## config.mk

```make
export PLATFORM = sky130hd
export DESIGN_NAME = rlrt_ack_unit
export DESIGN_NICKNAME = d
export VERILOG_FILES = /design/src/replication_log_ring_tracker_core_defines.svh /design/src/rlrt_pkg.sv /design/src/rlrt_ack_unit.sv
export SDC_FILE = /design/constraint.sdc
export NUM_CORES = 1
export LEC_CHECK = 0
export BUFFER_PORTS_ARGS = -buffer_cell sky130_fd_sc_hd__buf_2
export CAP_MARGIN = 20
export CORE_ASPECT_RATIO = 2
export CORE_MARGIN = 5
export CORE_UTILIZATION = 40
export DETAILED_ROUTE_END_ITERATION = 8
export HOLD_SLACK_MARGIN = 0.05
export PLACE_DENSITY_LB_ADDON = 0.3
export SYNTH_ARGS = -nofsm -noshare
export SYNTH_HDL_FRONTEND = slang
export SYNTH_SLANG_ARGS = --single-unit
```

## constraint.sdc

```tcl
create_clock -name clk -period 3.5 [get_ports clk]
set_clock_uncertainty 0.15 [all_clocks]
set_input_delay 0.35 -clock clk [delete_from_list [all_inputs] [get_ports clk]]
set_output_delay 0.35 -clock clk [all_outputs]
set_load 0.005 [all_outputs]
```

## src/replication_log_ring_tracker_core_defines.svh

```systemverilog
// Assertion macros for the replication log ring tracker.
// Each macro expects clk and arst_n in the scope where it is used.
`ifndef REPLICATION_LOG_RING_TRACKER_CORE_DEFINES_SVH
`define REPLICATION_LOG_RING_TRACKER_CORE_DEFINES_SVH

// The condition holds at every clock edge outside reset.
`define RLRT_ASSERT_HOLDS(label, cond, msg) \
	label: assert property (@(posedge clk) disable iff (!arst_n) (cond)) else $error(msg);

// When the antecedent holds, the consequent holds in the next cycle.
`define RLRT_ASSERT_NEXT(label, ante, cons, msg) \
	label: assert property (@(posedge clk) disable iff (!arst_n) (ante) |=> (cons)) \
		else $error(msg);

`endif

```

## src/rlrt_pkg.sv

```systemverilog
package rlrt_pkg;

	localparam int CMD_W      = 3;
	localparam int STATUS_W   = 2;
	localparam int BLOCK_W    = 31;
	localparam int ACK_W      = 11;
	localparam int LIMIT_W    = 11;
	localparam int RCOUNT_W   = 4;
	localparam int CREDIT_W   = 11;
	localparam int RPL_IDX_W  = 5;
	localparam int ACTIVE_W   = 6;
	localparam int CFG_IDX_W  = 2;
	localparam int CFG_DATA_W = 11;

	localparam logic [CMD_W-1:0] CMD_ADD  = 3'd0;
	localparam logic [CMD_W-1:0] CMD_SEND = 3'd1;
	localparam logic [CMD_W-1:0] CMD_ACK  = 3'd2;
	localparam logic [CMD_W-1:0] CMD_DISP = 3'd3;
	localparam logic [CMD_W-1:0] CMD_CMPL = 3'd4;

	localparam logic [STATUS_W-1:0] STATUS_OK   = 2'd0;
	localparam logic [STATUS_W-1:0] STATUS_FULL = 2'd1;
	localparam logic [STATUS_W-1:0] STATUS_NONE = 2'd2;

	localparam logic [CFG_IDX_W-1:0] CFG_CHUNK_LIMIT   = 2'd0;
	localparam logic [CFG_IDX_W-1:0] CFG_REPLICA_COUNT = 2'd1;

	localparam logic [LIMIT_W-1:0]  CHUNK_LIMIT_RESET   = 11'd500;
	localparam logic [RCOUNT_W-1:0] REPLICA_COUNT_RESET = 4'd1;
	localparam logic [CREDIT_W-1:0] CREDIT_MAX          = 11'd2047;

	typedef struct packed {
		logic                 start;
		logic [RPL_IDX_W-1:0] replica;
		logic [ACK_W-1:0]     count;
		logic [ACTIVE_W-1:0]  active;
	} ack_req_t;

endpackage

```

## src/rlrt_ack_unit.sv

```systemverilog
module rlrt_ack_unit #(
	parameter int MAX_REPLICAS = 8,
	parameter int CW           = 11
) (
	input  logic                 clk,
	input  logic                 arst_n,
	input  rlrt_pkg::ack_req_t   req,
	input  logic [CW-1:0]        unstable,
	output logic                 done,
	output logic [CW-1:0]        added
);
	import rlrt_pkg::*;

	localparam int RW = (MAX_REPLICAS > 1) ? $clog2(MAX_REPLICAS) : 1;
	localparam int AW = $clog2(MAX_REPLICAS + 1);
	localparam int XW = (CW > CREDIT_W) ? CW : CREDIT_W;

	localparam logic [2:0] A_IDLE = 3'd0;
	localparam logic [2:0] A_ADD  = 3'd1;
	localparam logic [2:0] A_MIN  = 3'd2;
	localparam logic [2:0] A_CAP  = 3'd3;
	localparam logic [2:0] A_SUB  = 3'd4;
	localparam logic [2:0] A_FIN  = 3'd5;

	logic [2:0]             state_q;
	logic [RW-1:0]          rep_q;
	logic [ACK_W-1:0]       cnt_q;
	logic [AW-1:0]          n_q;
	logic [AW-1:0]          iss_q;
	logic                   rv_q;
	logic [RW-1:0]          wa_q;
	logic [CREDIT_W-1:0]    min_q;
	logic [CREDIT_W-1:0]    m_q;

	logic [CREDIT_W-1:0]    credit_mem [MAX_REPLICAS];
	logic [MAX_REPLICAS-1:0] cvalid_q;
	logic [CREDIT_W-1:0]    rd_q;
	logic                   rd_valid_q;

	logic                   mem_we;
	logic [RW-1:0]          mem_wa;
	logic [CREDIT_W-1:0]    mem_wd;
	logic [RW-1:0]          mem_ra;
	logic [CREDIT_W-1:0]    cred;
	logic [CREDIT_W:0]      sum;
	logic [CREDIT_W-1:0]    sat;
	logic                   issue;
	logic [XW-1:0]          min_x;
	logic [XW-1:0]          un_x;
	logic [XW-1:0]          cap_x;
	logic [XW-1:0]          m_x;
	logic [CREDIT_W-1:0]    m_next;

	// Entries never written since reset read as zero credit.
	assign cred  = rd_valid_q ? rd_q : '0;
	assign sum   = (CREDIT_W + 1)'(cred) + (CREDIT_W + 1)'(cnt_q);
	assign sat   = sum[CREDIT_W] ? CREDIT_MAX : sum[CREDIT_W-1:0];
	assign issue = iss_q < n_q;

	assign min_x  = XW'(min_q);
	assign un_x   = XW'(unstable);
	assign cap_x  = (min_x < un_x) ? min_x : un_x;
	assign m_next = cap_x[CREDIT_W-1:0];
	assign m_x    = XW'(m_q);
	assign added  = m_x[CW-1:0];
	assign done   = state_q == A_FIN;

	always_comb begin
		mem_we = 1'b0;
		mem_wa = rep_q;
		mem_wd = sat;
		mem_ra = iss_q[RW-1:0];
		unique case (state_q)
			A_IDLE: begin
				mem_ra = req.replica[RW-1:0];
			end
			A_ADD: begin
				mem_we = 1'b1;
			end
			A_SUB: begin
				mem_we = rv_q;
				mem_wa = wa_q;
				mem_wd = cred - m_q;
			end
			default: begin
			end
		endcase
	end

	always_ff @(posedge clk) begin
		if (mem_we) begin
			credit_mem[mem_wa] <= mem_wd;
		end
		rd_q <= credit_mem[mem_ra];
	end

	always_ff @(posedge clk or negedge arst_n) begin
		if (!arst_n) begin
			cvalid_q   <= '0;
			rd_valid_q <= 1'b0;
		end else begin
			rd_valid_q <= cvalid_q[mem_ra];
			if (mem_we) begin
				cvalid_q[mem_wa] <= 1'b1;
			end
		end
	end

	always_ff @(posedge clk or negedge arst_n) begin
		if (!arst_n) begin
			state_q <= A_IDLE;
			rep_q   <= '0;
			cnt_q   <= '0;
			n_q     <= '0;
			iss_q   <= '0;
			rv_q    <= 1'b0;
			wa_q    <= '0;
			min_q   <= CREDIT_MAX;
			m_q     <= '0;
		end else begin
			unique case (state_q)
				A_IDLE: begin
					if (req.start) begin
						rep_q   <= req.replica[RW-1:0];
						cnt_q   <= req.count;
						n_q     <= req.active[AW-1:0];
						state_q <= A_ADD;
					end
				end
				A_ADD: begin
					iss_q   <= '0;
					rv_q    <= 1'b0;
					min_q   <= CREDIT_MAX;
					state_q <= A_MIN;
				end
				A_MIN: begin
					if (issue) begin
						iss_q <= iss_q + AW'(1);
					end
					rv_q <= issue;
					if (rv_q && (cred < min_q)) begin
						min_q <= cred;
					end
					if (!issue && !rv_q) begin
						state_q <= A_CAP;
					end
				end
				A_CAP: begin
					m_q     <= m_next;
					iss_q   <= '0;
					rv_q    <= 1'b0;
					state_q <= (m_next == '0) ? A_FIN : A_SUB;
				end
				A_SUB: begin
					if (issue) begin
						iss_q <= iss_q + AW'(1);
						wa_q  <= iss_q[RW-1:0];
					end
					rv_q <= issue;
					if (!issue && !rv_q) begin
						state_q <= A_FIN;
					end
				end
				A_FIN: begin
					state_q <= A_IDLE;
				end
				default: begin
					state_q <= A_IDLE;
				end
			endcase
		end
	end

endmodule

```

* Word level (Yosys, flattened, before mapping)
Memory sizes are Yosys's and may differ from the RTL's. A register that Yosys moved wholly into a read port is not among the register bits.
Index checks and enable logic that the tools add are counted.
** Storage, ports and cells
- Memory bits (read-only) :: 0
- Latch bits :: 0
- Memory bits (writable) :: 88
- Bits in registers :: 60
- Input port bits :: 36
- Memories :: 1
- Output and inout bits :: 12
** Cells by class
- Bitwise operators :: 1
- Divide/modulo/power cells :: 0
- Equality and inequality tests :: 10
- $lt $le $gt $ge :: 6
- Reductions and logical operators :: 16
- Multipliers :: 0
- Shifts and indexed selects :: 0
- Add/sub/neg operators :: 3
- Mux-type cells :: 23
** Memories
- credit_mem :: depth 8, width 11, rd ports 1, clocked after Yosys merged registers in 1, write ports 1, RTL line rlrt_ack_unit.sv:35 : logic [CREDIT_W-1:0] credit_mem [MAX_REPLICAS];
** Operators by type and width (count)
- 11-bit two-way mux :: 5
- 11-bit less-than comparator :: 2
- 11-bit case mux with 2 select lines :: 1
- 3-bit two-way mux :: 5
- 3-bit case mux with 5 select lines :: 1
- 11-bit by 11-bit adder with 12-bit output :: 1
- 11-bit zero test :: 1
- 11-bit subtractor :: 1
- 3-bit by 4-bit less-than comparator with 1-bit output, second input constant :: 2
- 2-bit inequality test, second input constant :: 4
- 8-bit bitwise OR :: 1
- 4-bit case mux with 2 select lines :: 1
- 2-bit AND reduction :: 4
- 3-bit by 2-bit equality test with 1-bit output, second input constant :: 2
- 3-bit equality test, second input constant :: 2
- 1-bit two-way mux :: 5
- 4-bit by 1-bit adder with 4-bit output, second input constant :: 1
- 4-bit less-than comparator :: 1
- 4-bit two-way mux :: 1
- 1-bit case mux with 2 select lines :: 2
- 2-bit nonzero test :: 2
- 2-bit OR reduction :: 2
- 1-bit binary-select mux with 3-bit select :: 1
- 1-bit demux with 3-bit select :: 1
- 7 further kinds :: 10

* Depth between registers and ports, before layout
Gate-level depths: netlist of run 1.
- Word-level depth :: 7
- Mapped depth :: 11
- Depth with buffers taken out :: 11

* Worst setup path after synthesis of run 1
Ideal clock, no wire load.
- Path kind :: flip-flop to flip-flop
- Start point :: register rd_valid_q
- End point :: memory credit_mem[0][9], data pin
- Clock period less this slack :: 2743 ps
- Stages on the path, launching flop included :: 11
- Slack :: 757 ps
- Path buffers :: 1
- Arrival time :: 2316 ps
- Library setup time :: 277 ps
- Data required time :: 3073 ps
- Cells stage by stage :: dfrtp_1 -> clkbuf_1 -> nand2_1 -> inv_1 -> ha_1 -> nand2b_1 -> a21oi_1 -> o41ai_1 -> a21oi_1 -> xnor2_1 -> a211oi_1
** Between the ends
- Word-level cells in the longest chain between the ends :: 4
- Elaborated cells between the ends (all ways) :: 5
- Those cells by class :: add/sub (2); mux (3)
** RTL lines
- start: declaration :: RTL line rlrt_ack_unit.sv:38 : logic rd_valid_q;
- start signal: assignment :: RTL line rlrt_ack_unit.sv:102 : rd_valid_q <= cvalid_q[mem_ra];
- 11-bit two-way mux * :: RTL line rlrt_ack_unit.sv:55 : assign cred = rd_valid_q ? rd_q : '0;
- 11-bit by 11-bit adder with 12-bit output :: RTL line rlrt_ack_unit.sv:56 : assign sum = (CREDIT_W + 1)'(cred) + (CREDIT_W + 1)'(cnt_q);
- 11-bit two-way mux :: RTL line rlrt_ack_unit.sv:57 : assign sat = sum[CREDIT_W] ? CREDIT_MAX : sum[CREDIT_W-1:0];
- 11-bit two-way mux * :: RTL line rlrt_ack_unit.sv:73 : unique case (state_q)
- named net mem_wd[9] :: RTL line rlrt_ack_unit.sv:42 : logic [CREDIT_W-1:0] mem_wd;
- end: declaration :: RTL line rlrt_ack_unit.sv:35
The timed path passes the listed nets; every way through them passes the cells marked *.

* Worst setup path after layout of run 1
- Start point :: register rd_valid_q
- End point :: memory credit_mem[0][10], data pin
The elaborated chain is that of the path after synthesis.

==> results of run 1 <==
[cell families (layout without fill, tap and decap cells)]
logic type / after synthesis / in the layout
fa+ha+maj: 47 / 47
simple gates: 365 / 365
xor+xnor: 17 / 17
buf+inv: 89 / 172
compound gates: 136 / 136
flops: 159 / 159
mux: 25 / 25
[worst register-to-register path, delay by kind of cell (launching register included)]
family	cells	cell delay, ps
and+or+nand+nor	2	420
DFF	1	630
AOI/OAI and AO/OA	4	990
xor gates and xnor gates	1	90
buffers and inverters	2	150
adders and majority gates	2	560
[flip-flops by register name, indices dropped and copies added (netlist names)]
signal      count
rd_q           11
rv_q            1
cnt_q          11
state_q         3
added          11
n_q             4
wa_q            3
rd_valid_q      1
credit_mem     88
cvalid_q        8
iss_q           4
min_q          11
rep_q           3
[final cells by class]
| type | count | area (sq um) | share of cell area [%] |
|---|---|---|---|
| clock inverter | 10 | 116 | 1.19 |
| inverter | 51 | 191 | 1.96 |
| clock buffer | 22 | 454 | 4.65 |
| timing repair buffer | 89 | 618 | 6.32 |
| multi-input combinational | 590 | 3680 | 37.6 |
| tap | 269 | 337 | 3.44 |
| sequential | 159 | 4380 | 44.8 |
[metal layers]
metal	routed length, um	vias to the layer above
met1	7690	3026
met2	12400	149
met4	1230	0
met5	0	-
met3	594	61
li1	-	3143
[placed cells by master (no fill, tap or decap), types with 4 or more instances in the layout]
master	instances
dlygate4sd3_1	18
buf_4	27
buf_2	43
a211oi_1	17
clkbuf_1	4
nand3_1	72
dfstp_2	11
a21oi_1	25
a21o_1	4
or2_2	9
edfxtp_1	88
nor4_1	5
xor2_1	10
ha_1	45
clkbuf_16	17
xnor2_1	7
o21ai_0	20
nor3_1	31
nand4_1	5
nor2b_1	7
a21boi_0	4
o221ai_1	11
clkinv_4	4
dfrtp_1	49
nor2_1	52
mux2_2	18
a22oi_1	4
inv_1	51
nand2b_1	14
a221oi_1	12
dfxtp_1	11
o21ai_1	15
nand2_1	149
[worst max-delay path by stage]
stage / from / endpoint / slack, ps / cells past startpoint
5_1_grt: rd_valid_q / credit_mem[6][8] / 20 / 11
6_report: rd_valid_q / credit_mem[0][10] / 220 / 11
3_5_place_dp: rd_valid_q / credit_mem[6][8] / 140 / 11
2_1_floorplan: rd_valid_q / credit_mem[0][9] / 760 / 10
3_3_place_gp: rd_valid_q / credit_mem[7][8] / 240 / 11
4_1_cts: rd_valid_q / credit_mem[7][8] / 130 / 11
[power breakdown]
part | total, W | internal [W] | switching (W)
logic | 0.00539 | 0.00208 | 0.00331
registers | 0.00368 | 0.00319 | 0.000488
clock network | 0.00178 | 0.00107 | 0.000708
[timing repair]
action	in CTS	in global routing
endpoints found under the hold margin	44	0
hold buffers	18	0
endpoints found under the setup margin	0	8
gates resized for setup	0	1
[metrics by stage]
stage | total power, W | hold WS [ps]
6_report | 0.0108 | 93.5
5_1_grt | 0.0117 | 84.5
4_1_cts | 0.0109 | 71.9
3_5_place_dp | 0.00908 | 285
3_3_place_gp | 0.00900 | 280
2_1_floorplan | 0.00739 | -95.6
==> impl_metrics.tcl, run 1 <==
set metrics [dict create \
    root_buffer "clkbuf_16" \
    vias 6379 \
    ff2ff_setup_slack_ps 220 \
    drive_gt1_share_pct 16.0 \
    use_met1_pct 18.1 \
    yosys.area_share.adder_pct 7.14 \
    worst_hold_path.num_cells 2 \
    grt_max_degree 49 \
    stdcell_area_sq_um 9770 \
    clk_pin_slew_ps 60 \
    r2r-start "rd_valid_q" \
    hold_end "rep_q[0]" \
    post_cts_buffers 0 \
    synth-async-reset-ratio_pct 37.7 \
    die_y_um 215 \
    start_util_pct 40.4 \
    synth_area_leaders "edfxtp_1 (31%), dfrtp_1 (15%), ha_1 (6.7%)" \
    fillCellCount 1922 \
    layout_setup_ws_ps 222 \
    dp_cells 1140 \
    slew-limit-headroom_pct 34.6 \
    place_worst_setup_slack_ps 144 \
    status "completed" \
    p_leak_nw 4.11 \
    reg2reg_to "credit_mem[0][10]" \
    vias_per_cell 5.36 \
    clk_path_buf_depth 2 \
    hold_violations 0 \
    io_pins 48 \
    synthFlopType "edfxtp_1" \
    syn_nets 921 \
    cts_tree "yes" \
    core_area_sq_um 20900 \
    nets 991 \
    setup_viol 0 \
    worstPathMaxFanout 11 \
    synth.avg_cell_area_sq_um 10.1 \
    rows 75 \
    period_needed_ps 3280 \
    synthTopCellsByCount "nand2_1 (149), edfxtp_1 (88), nand3_1 (72)" \
    drv_cap 0 \
    crit_type "reg2reg" \
    crit_family "compound AO/OA/AOI/OAI gates" \
    routed_wl_um 21900 \
    grt_pass1_wl_um 35300 \
    postSynthCellCount 838 \
    synth_cell_types 64 \
    port_buffers 43 \
    num_antenna_cells 0 \
    die_x_um 113 \
    grt.overflow.total 0 \
    wl_per_cell_um 18.4 \
    clock_latency_ps 420 \
    grt-busiest-layer "met2" \
    fmax_ghz 0.305 \
    grt_use_met2_pct 36.1 \
    yosysMostFrequentCell "nand2_1" \
    drtIter0Drc 476 \
    holdCritStartpoint "req[17]" \
    period_share_pct 93.7 \
    startpoint_type "flop" \
    grt_usage_pct 18.8 \
    synthToLayoutAreaGrowth_pct 15.7 \
    synth_compound_area_share_pct 11.1 \
    first_pass_iters 4 \
    die-area_sq_um 24300 \
    place.gp.congestion 0.932 \
    ys_seq_elements 159 \
    drc_errors 0 \
    dpl_cell_area_sq_um 9020 \
    hp-class "in2reg" \
    rsz0062_at_grt "false" \
    antenna_found_initial 0 \
    seq_area_frac_synth_pct 51.8 \
    synth_top_family_by_area "simple AND/OR/NAND/NOR gates" \
    p_per_area_nw_per_um2 1110 \
    setup_tns_ps 0 \
    fin_util_pct 46.7 \
    finalNonFillerCells 1190 \
    worstPathBufferInverterCount 2 \
    synth-edff-count 88 \
    crit_chain "nand2_1 -> inv_1 -> ha_1 -> inv_1 -> fa_1 -> nand2b_1 -> a21oi_1 -> a41oi_1 -> a21oi_1 -> xor2_1 -> o31a_1" \
    syn-cell-area_sq_um 8450 \
    h-tree-depth 4 \
    grt_pass1_vias 6602 \
    reg2reg_depth 11 \
    cp.arrival_ps 3270 \
    cp.required_ps 3490 \
    use_met3_pct 3.05 \
    clkSinkCount 159 \
    slowest_delay_ps 630 \
    tightest_slew_ps 980 \
    synth_xor_area_share_pct 1.76 \
    yosys.area.top_type "edfxtp_1" \
    end_kind "flop" \
    yosys.area_share.simple_pct 19.9 \
    cts_buffers 17 \
    slew_violations 0 \
    yosys_warnings 0 \
    place_hpwl_um 16100 \
    yosys-mux-area-fraction_pct 3.29 \
    yosysTopAreaCellShare_pct 31.3 \
    ir_drop_mv 0.422 \
    ant_nets 0 \
    critPathSlowestCell "dfrtp_1" \
]
Note: power is estimated with default switching activity, not from simulation.
==> run 2, diff against run 1 <==
GPL_TIMING_DRIVEN = 0   (was default)
==> run 2 against run 1 <==
Compared with the run above:
- fmax down 4.0%
- final area up 2.3%
- routed wire length up 7.5%
- core utilization up 1.1 points
- clock power down 2%
- register-to-register slack worse by 140 ps
- non-clock buffer count up 25
- sequential share of layout area down 1.0 points
- sequential power down 2%
- critical path type unchanged
- clock-buffer cell count down 3
- hold slack better by 13 ps
==> impl_metrics.tcl, run 2 (synthesis gave the netlist of run 1 again) <==
set metrics [dict create \
    period_needed_ps 3410 \
    fillCellCount 1944 \
    period_share_pct 97.5 \
    start_util_pct 40.4 \
    h-tree-depth 4 \
    num_antenna_cells 0 \
    io_pins 48 \
    setup_viol 0 \
    die_x_um 113 \
    holdWs_ps 106 \
    worstPathMaxFanout 10 \
    cp_common_cell "nor2_1" \
    core_area_sq_um 20900 \
    clk_path_buf_depth 2 \
    worstPathBufferInverterCount 2 \
    grt.overflow.total 0 \
    cp.required_ps 3500 \
    cp.arrival_ps 3410 \
    ant_nets 0 \
    fmax_ghz 0.293 \
    drv_cap 0 \
    crit_chain "clkbuf_2 -> nand2_1 -> inv_1 -> ha_1 -> nor2_1 -> or4b_1 -> nor3_2 -> nor2_1 -> and4_1 -> a211oi_2" \
    synthToLayoutAreaGrowth_pct 18.4 \
    first_pass_iters 5 \
    startpoint_type "flop" \
    cts_tree "yes" \
    port_buffers 43 \
    tightest_slew_ps 851 \
    stdcell_area_sq_um 10000 \
    end_kind "flop" \
    clock_latency_ps 440 \
    slew-limit-headroom_pct 43.2 \
    crit_family "simple AND/OR/NAND/NOR gates" \
    routed_wl_um 23500 \
    fin_util_pct 47.8 \
    vias_per_cell 5.40 \
    grt_pass1_wl_um 36800 \
    drc_errors 0 \
    grt_max_degree 61 \
    grt_usage_pct 20.0 \
    ir_drop_mv 0.548 \
    root_buffer "clkbuf_16" \
    hp-class "in2reg" \
    drive_gt1_share_pct 18.2 \
    power.total_w 0.0118 \
    drtIter0Drc 393 \
    place.gp.congestion 0.901 \
    p_leak_nw 4.21 \
    multi_input_area_sq_um 3740 \
    crit_type "reg2reg" \
    p_per_area_nw_per_um2 1180 \
    dpl_cell_area_sq_um 9070 \
    rows 75 \
    cts_buffers 17 \
    rsz0062_at_grt "false" \
    status "completed" \
    final_cell_mix "nand2_1 (149), edfxtp_1 (88), nand3_1 (72)" \
    regArea_sq_um 4380 \
    clk_pin_slew_ps 60 \
    vias 6559 \
    wl_per_cell_um 19.4 \
    antenna_found_initial 0 \
    place_hpwl_um 18500 \
    grt_pass1_vias 6866 \
    die_y_um 215 \
    nets 1016 \
    critPathSlowestCell "a211oi_2" \
    clkSinkCount 159 \
    layout_commonest_cell "nand2_1" \
    largest_reg_flops 88 \
    largest-register "credit_mem" \
    slowest_delay_ps 600 \
    slew_violations 0 \
    hold_violations 0 \
    die-area_sq_um 24300 \
]
[run 2: metal layers]
metal | vias to the layer above | part of all wire [%] | GRT usage [%]
li1 | 3189 | - | -
met4 | 0 | 8.4 | 16.1
met1 | 3130 | 32 | 17.3
met3 | 85 | 2.9 | 4.01
met2 | 155 | 57 | 38.0
met5 | - | 0 | 0
[run 2: worst min-delay path, stage by stage]
cell	delay, ps
buf_2	120
nor2_1	100
a221oi_1	70
[run 2: power by group]
group / switching, W / internal [W]
registers: 0.000402 / 0.00319
clock network: 0.000790 / 0.000954
logic: 0.00395 / 0.00252
total: 0.00514 / 0.00667
[run 2: worst paths after layout]
check	start	to	slack [ps]	cells past startpoint
max reg2reg	rd_valid_q	credit_mem[5][9]	90	10
min in group asynchronous	arst_n	cnt_q[4]	360	2
min	unstable[2]	added[2]	110	3
max	rd_valid_q	credit_mem[5][9]	90	10
max in group asynchronous	arst_n	state_q[0]	2230	2
min reg2reg	rd_q[9]	min_q[9]	300	2
[run 2: repair_timing]
| item | in CTS | in global routing |
|---|---|---|
| pin swaps | 3 | 2 |
| hold endpoints to repair | 67 | 0 |
| endpoints found under the setup margin | 80 | 88 |
| hold buffers | 19 | 0 |
| buffers inserted | 3 | 2 |
| gates resized for setup | 14 | 4 |
[run 2: layout make-up]
class                           count  area share (%)
Clock inverter                     13            1.03
Tap cell                          269            3.37
Clock buffer                       19            4.53
Sequential cell                   159            43.8
Multi-Input combinational cell    590            37.4
Inverter                           51            1.91
Timing Repair Buffer               76            5.76
Buffer                             38            2.23
[run 2: stage by stage]
stage	TNS, ps	setup WS [ps]	instances
3_5_place_dp	-38530	-644	1158
4_1_cts	0	8.38	1212
5_1_grt	0	27.3	1215
3_3_place_gp	-42520	-972	1150
6_report	0	85.8	1215
2_1_floorplan	0	757	838
